--- src/rtl/core/npcs_pkg.sv ---
// Package for the nearest palette color search unit.
// Holds the request type carried along the cell chain, opcodes and the
// channel distance helper. No dependencies.
package npcs_pkg;

    localparam int DIST_W  = 18;
    localparam int IDX_W   = 8;
    localparam int COLOR_W = 32;
    localparam int COUNT_W = 9;

    // Largest possible distance is 4 * 255 * 255; the all-ones start value
    // lies above it, so the first searched entry always wins.
    localparam logic [DIST_W-1:0] DIST_INIT = '1;
    localparam logic [DIST_W-1:0] DIST_MAX  = 18'd260100;

    typedef enum logic {
        OP_WRITE = 1'b0,
        OP_MAP   = 1'b1
    } t_op;

    // Request moving down the chain: the input item plus the running best.
    typedef struct packed {
        t_op                op;
        logic [IDX_W-1:0]   entry_index;
        logic [COLOR_W-1:0] color;      // red 31:24, green 23:16, blue 15:8, alpha 7:0
        logic               end_of_run;
        logic [DIST_W-1:0]  min_dist;
        logic [IDX_W-1:0]   best_idx;
    } t_req;

    function automatic logic [15:0] sq_diff(input logic [7:0] a, input logic [7:0] b);
        logic [7:0] d;
        d = (a >= b) ? (a - b) : (b - a);
        return {8'h00, d} * {8'h00, d};
    endfunction

endpackage

--- src/rtl/core/npcs_cell.sv ---
// One cell of the palette search chain: holds one palette entry, computes
// the distance of a passing pixel and keeps the running best.
// Depends on npcs_pkg.
module npcs_cell #(
    parameter int CELL_INDEX = 0
) (
    input  logic                          i_clk,
    input  logic                          i_rst_n,
    input  logic                          i_adv,
    input  logic [npcs_pkg::COUNT_W-1:0]  i_count,
    input  logic                          i_vld,
    input  npcs_pkg::t_req                i_req,
    output logic                          o_vld,
    output npcs_pkg::t_req                o_req
);

    logic [npcs_pkg::COLOR_W-1:0] r_entry;
    logic                         r_mid_vld;
    npcs_pkg::t_req               r_mid;
    logic [npcs_pkg::DIST_W-1:0]  r_mid_dist;
    logic                         r_out_vld;
    npcs_pkg::t_req               r_out;
    npcs_pkg::t_req               n_out;
    logic [npcs_pkg::DIST_W-1:0]  w_dist;
    logic                         w_active;
    logic                         w_take;

    // Stage A: distance of the incoming pixel to this entry.
    always_comb begin
        w_dist = npcs_pkg::DIST_W'(npcs_pkg::sq_diff(i_req.color[31:24], r_entry[31:24]))
               + npcs_pkg::DIST_W'(npcs_pkg::sq_diff(i_req.color[23:16], r_entry[23:16]))
               + npcs_pkg::DIST_W'(npcs_pkg::sq_diff(i_req.color[15:8],  r_entry[15:8]))
               + npcs_pkg::DIST_W'(npcs_pkg::sq_diff(i_req.color[7:0],   r_entry[7:0]));
    end

    // Stage B: entry zero is always searched, others only below the count.
    always_comb begin
        w_active = (CELL_INDEX == 0) || (npcs_pkg::COUNT_W'(CELL_INDEX) < i_count);
        w_take   = w_active && (r_mid_dist < r_mid.min_dist);
        n_out    = r_mid;
        if (w_take) begin
            n_out.min_dist = r_mid_dist;
            n_out.best_idx = npcs_pkg::IDX_W'(CELL_INDEX);
        end
    end

    always_ff @(posedge i_clk) begin
        if (!i_rst_n) begin
            r_mid_vld <= 1'b0;
            r_out_vld <= 1'b0;
        end else if (i_adv) begin
            r_mid_vld <= i_vld;
            r_out_vld <= r_mid_vld;
        end
    end

    // A write lands as its request enters, so requests behind it see the new entry.
    always_ff @(posedge i_clk) begin
        if (i_adv) begin
            r_mid      <= i_req;
            r_mid_dist <= w_dist;
            r_out      <= n_out;
            if (i_vld && (i_req.op == npcs_pkg::OP_WRITE) &&
                (i_req.entry_index == npcs_pkg::IDX_W'(CELL_INDEX))) begin
                r_entry <= i_req.color;
            end
        end
    end

    assign o_vld = r_out_vld;
    assign o_req = r_out;

    a_write_lands: assert property (@(posedge i_clk) disable iff (!i_rst_n)
        (i_adv && i_vld && (i_req.op == npcs_pkg::OP_WRITE) &&
         (i_req.entry_index == npcs_pkg::IDX_W'(CELL_INDEX)))
        |=> (r_entry == $past(i_req.color)))
        else $error("palette entry not updated by write request");

    a_best_not_worse: assert property (@(posedge i_clk) disable iff (!i_rst_n)
        (i_adv && r_mid_vld && (r_mid.op == npcs_pkg::OP_MAP) && w_active)
        |=> (r_out.min_dist <= $past(r_mid_dist)))
        else $error("running best exceeds distance of a searched entry");

    a_idx_bound: assert property (@(posedge i_clk) disable iff (!i_rst_n)
        (r_out_vld && (r_out.op == npcs_pkg::OP_MAP))
        |-> (r_out.best_idx <= npcs_pkg::IDX_W'(CELL_INDEX)))
        else $error("best index points past this cell");

endmodule

--- config.mk ---
export PLATFORM = sky130hd
export DESIGN_NAME = npcs_cell
export DESIGN_NICKNAME = d
export VERILOG_FILES = /design/src/rtl/core/npcs_pkg.sv /design/src/rtl/core/npcs_cell.sv
export SDC_FILE = /design/constraint.sdc
export NUM_CORES = 1
export LEC_CHECK = 0
export BUFFER_PORTS_ARGS = -buffer_cell sky130_fd_sc_hd__buf_2
export CORE_MARGIN = 2
export CORE_UTILIZATION = 34
export CTS_BUF_LIST = sky130_fd_sc_hd__clkbuf_4 sky130_fd_sc_hd__clkbuf_8 sky130_fd_sc_hd__clkbuf_16
export DETAILED_ROUTE_END_ITERATION = 10
export PLACE_DENSITY = 0.52
export SYNTH_ARGS = -nofsm -noshare
export SYNTH_HDL_FRONTEND = slang
export SYNTH_SLANG_ARGS = --single-unit
--- constraint.sdc ---
create_clock -name i_clk -period 8.9 [get_ports i_clk]
set_clock_uncertainty 0.15 [all_clocks]
set_input_delay 1.335 -clock i_clk [delete_from_list [all_inputs] [get_ports i_clk]]
set_output_delay 1.335 -clock i_clk [all_outputs]
set_load 0.02 [all_outputs]
==> impl_metrics.prom <==
# TYPE chip_impl_metric gauge
chip_impl_info{name="outcome",value="finished with violations"} 1
chip_impl_info{name="failing_checks",value="negative setup slack"} 1
chip_impl_metric{name="detailroute.via_count",unit=""} 11020
chip_impl_metric{name="clock_latency",unit="ns"} 0.50
chip_impl_info{name="post_synth_main_area_contributors",value="sky130_fd_sc_hd__edfxtp_1 (34%), sky130_fd_sc_hd__fa_1 (24%), sky130_fd_sc_hd__ha_1 (14%), sky130_fd_sc_hd__inv_1 (7.8%), sky130_fd_sc_hd__nor2_1 (2.3%)"} 1
chip_impl_metric{name="die_area",unit="um^2"} 49500
chip_impl_metric{name="setup_slack",unit="ns"} -0.0631
chip_impl_metric{name="ctsHtreeMaxLevel",unit=""} 4
chip_impl_metric{name="hold_violations",unit=""} 0
chip_impl_metric{name="drt-wirelength-per-cell",unit="um"} 14.3
chip_impl_metric{name="initialDrtViolationCount",unit=""} 415
chip_impl_metric{name="width_of_the_chip",unit="um"} 223
chip_impl_metric{name="crit_arrival",unit="ns"} 9.05
chip_impl_info{name="worstSetupStartpointType",value="input port"} 1
chip_impl_metric{name="maximum_clock_path_buffer_count",unit=""} 2
chip_impl_metric{name="drtPass1Iterations",unit=""} 6
chip_impl_metric{name="antenna_cells",unit=""} 0
chip_impl_metric{name="critical_path_required",unit="ns"} 8.99
chip_impl_metric{name="preCtsSetupSlack",unit="ns"} -0.781
chip_impl_metric{name="synthesis.area",unit="um^2"} 16200
chip_impl_metric{name="syn_area_per_cell",unit="um^2"} 11.5
chip_impl_info{name="class_of_the_tightest_hold_or_removal_check",value="reg -> reg"} 1
chip_impl_metric{name="grt_antenna_before_repair",unit=""} 0
chip_impl_metric{name="core_area",unit="um^2"} 47400
chip_impl_metric{name="timing.max_cap.violations",unit=""} 0
chip_impl_info{name="worst_setup_path_end_kind",value="flip-flop"} 1
chip_impl_info{name="synth.largest_area_cell",value="sky130_fd_sc_hd__edfxtp_1"} 1
chip_impl_info{name="unrepaired_setup_endpoints_after_global_routing",value="true"} 1
chip_impl_metric{name="timing.max_slew.rel_slack",unit="%"} 40.0
chip_impl_info{name="crit_type",value="in -> reg"} 1
chip_impl_metric{name="final.min_clock_period",unit="ns"} 8.96
chip_impl_metric{name="grt_start_max_net_pins",unit=""} 90
chip_impl_metric{name="sequential_cell_area",unit="um^2"} 5630
chip_impl_info{name="crit_family",value="adder cells"} 1
chip_impl_metric{name="final_cell_area",unit="um^2"} 21000
chip_impl_metric{name="cts_made_buffers",unit=""} 17
chip_impl_metric{name="via_per_inst",unit=""} 4.49
chip_impl_metric{name="crit_buf_inv",unit=""} 7
chip_impl_metric{name="layout_worst_path_cycle_share",unit="%"} 101
chip_impl_info{name="final_cell_mix",value="sky130_fd_sc_hd__inv_1 (320), sky130_fd_sc_hd__buf_4 (261), sky130_fd_sc_hd__edfxtp_1 (186), sky130_fd_sc_hd__ha_1 (167), sky130_fd_sc_hd__fa_1 (166)"} 1
chip_impl_metric{name="synthToLayoutAreaGrowth",unit="%"} 29.1
chip_impl_metric{name="ys.warnings.count",unit=""} 0
chip_impl_metric{name="count_of_flip_flops_with_a_built_in_enable_after_synthesis",unit=""} 186
chip_impl_metric{name="multi_input_comb_area",unit="um^2"} 9950
chip_impl_metric{name="core.rowCount",unit=""} 80
chip_impl_metric{name="number_of_global_route_vias_before_repair",unit=""} 11712
chip_impl_info{name="clockRootBuffer",value="sky130_fd_sc_hd__clkbuf_16"} 1
chip_impl_metric{name="number_of_pins_exceeding_their_max_slew_limit_in_the_final_report",unit=""} 0
chip_impl_metric{name="gp_congestion",unit=""} 0.864
chip_impl_metric{name="grt_pass1_wl",unit="um"} 58000
chip_impl_metric{name="async_flop_share",unit="%"} 0
chip_impl_info{name="worst_path_max_delay_cell",value="sky130_fd_sc_hd__fa_1"} 1
chip_impl_metric{name="synth_cell_type_count",unit=""} 66
chip_impl_metric{name="initial_utilization",unit="%"} 34.2
chip_impl_metric{name="clkSinkCount",unit=""} 188
chip_impl_metric{name="buffer_ports.inserted",unit=""} 140
chip_impl_metric{name="n_fill_cell",unit=""} 4529
chip_impl_metric{name="place_hpwl",unit="um"} 28300
chip_impl_metric{name="max_clock_freq",unit="MHz"} 112
chip_impl_metric{name="synth_nets",unit=""} 1867
chip_impl_metric{name="final_layout_size_suffix_gt1_share",unit="%"} 33.1
chip_impl_info{name="cpMostUsedCell",value="sky130_fd_sc_hd__fa_2"} 1
chip_impl_metric{name="yosys.area.top_type_share",unit="%"} 34.4
chip_impl_metric{name="crit_path_max_fanout",unit=""} 5
chip_impl_metric{name="layout.nets",unit=""} 2280
chip_impl_metric{name="sequential_to_total_area_share_from_yosys_stat",unit="%"} 34.6
chip_impl_metric{name="setup_viol",unit=""} 4
chip_impl_info{name="cts_tree",value="done"} 1
chip_impl_info{name="final_common_cell",value="sky130_fd_sc_hd__inv_1"} 1
chip_impl_metric{name="tightestPinTransition",unit="ns"} 0.901
chip_impl_metric{name="post_synth_inst_count",unit=""} 1417
chip_impl_metric{name="die_h",unit="um"} 223
chip_impl_metric{name="timing.critical_path.slowest_cell_delay",unit="ns"} 0.55
chip_impl_metric{name="postPlaceCellArea",unit="um^2"} 19700
chip_impl_metric{name="synth_seq_cells",unit=""} 188
chip_impl_info{name="ys_dominant_reg_cell",value="sky130_fd_sc_hd__edfxtp_1"} 1
chip_impl_metric{name="cts.reportedPaths.clkPinSlew",unit="ns"} 0.07
chip_impl_metric{name="routed_wl",unit="um"} 35100
chip_impl_metric{name="groute.usage.overall",unit="%"} 15.0
chip_impl_metric{name="grt_remaining_overflow",unit=""} 0
chip_impl_metric{name="boundaryPins",unit=""} 150
chip_impl_metric{name="drc",unit=""} 0
chip_impl_metric{name="drtAntennaViolNets",unit=""} 0
==> per-layer routing <==
layer | wire length [um] | vias to the layer above | share of wire (%) | GRT usage, %
met5 | 0 | - | 0 | 0
met4 | 820 | 0 | 2.3 | 5.54
met1 | 15600 | 5413 | 44 | 19.0
met3 | 1410 | 33 | 4.0 | 3.25
met2 | 17300 | 156 | 49 | 25.2
li1 | - | 5418 | - | -
==> sequential cells by signal, indices dropped and copies added, names as in the netlist <==
name	count
n_out	42
o_vld	1
r_mid	26
r_entry	32
r_mid_dist	18
o_req	68
r_mid_vld	1
==> cells in the mapped netlist (19+ instances only) <==
cell type,instances
sky130_fd_sc_hd__inv_1,337
sky130_fd_sc_hd__fa_1,191
sky130_fd_sc_hd__edfxtp_1,186
sky130_fd_sc_hd__ha_1,178
sky130_fd_sc_hd__nor2_1,99
sky130_fd_sc_hd__nand2_1,47
sky130_fd_sc_hd__a21oi_1,44
sky130_fd_sc_hd__nand2b_1,32
sky130_fd_sc_hd__a21o_1,26
sky130_fd_sc_hd__o21ai_0,22
sky130_fd_sc_hd__xnor2_1,22
sky130_fd_sc_hd__nor2b_1,20
sky130_fd_sc_hd__mux2i_1,19
==> path summary, 6_finish.rpt <==
kind / startpoint / slack [ns] / endpoint / depth (start not counted)
hold reg to reg: n_out[45] / 0.27 / o_req[45] / 0
hold / removal: n_out[45] / 0.27 / o_req[45] / 0
setup reg to reg: r_entry[8] / 0.53 / r_mid_dist[16] / 29
setup / recovery: i_req[35] / -0.06 / r_mid_dist[16] / 31
==> what timing repair did <==
action	CTS	global route
pin swaps	45	57
hold buffers	0	0
endpoints found under the setup margin	7	10
buffers inserted	15	13
resized for setup	56	63
gates cloned	1	0
==> layout make-up <==
class	count	share of cell area, %
clock inverter	13	0.555
tap	615	3.67
inverter	340	6.12
clock buffer	18	2.06
timing repair buffer	410	13.4
multi-input combinational	873	47.4
sequential	188	26.8
==> logic make-up after synthesis <==
kind of cell | share of synthesized area (%)
XOR/XNOR | 2.54
multiplexers | 2.49
AND/OR/NAND/NOR | 7.91
buffers and inverters | 8.33
adder cells (fa/ha/maj) | 37.2
flip-flops | 34.6
AO/OA/AOI/OAI | 6.86
==> stage by stage <==
stage                     hold WS [ns]  instances  TNS [ns]  utilization [%]
after floorplan                  0.250       1417    -0.215                -
after global placement           0.250       2399     -5.62             41.5
after detailed placement         0.255       2399     -6.16             41.5
after CTS                        0.273       2446   -0.0421             43.5
after global routing             0.276       2457     -1.05             44.2
final                            0.269       2457    -0.128             44.2
Power is left out: the tool's default activity adds up to more than one toggle a clock period on the data nets, which glitch-free logic cannot reach.
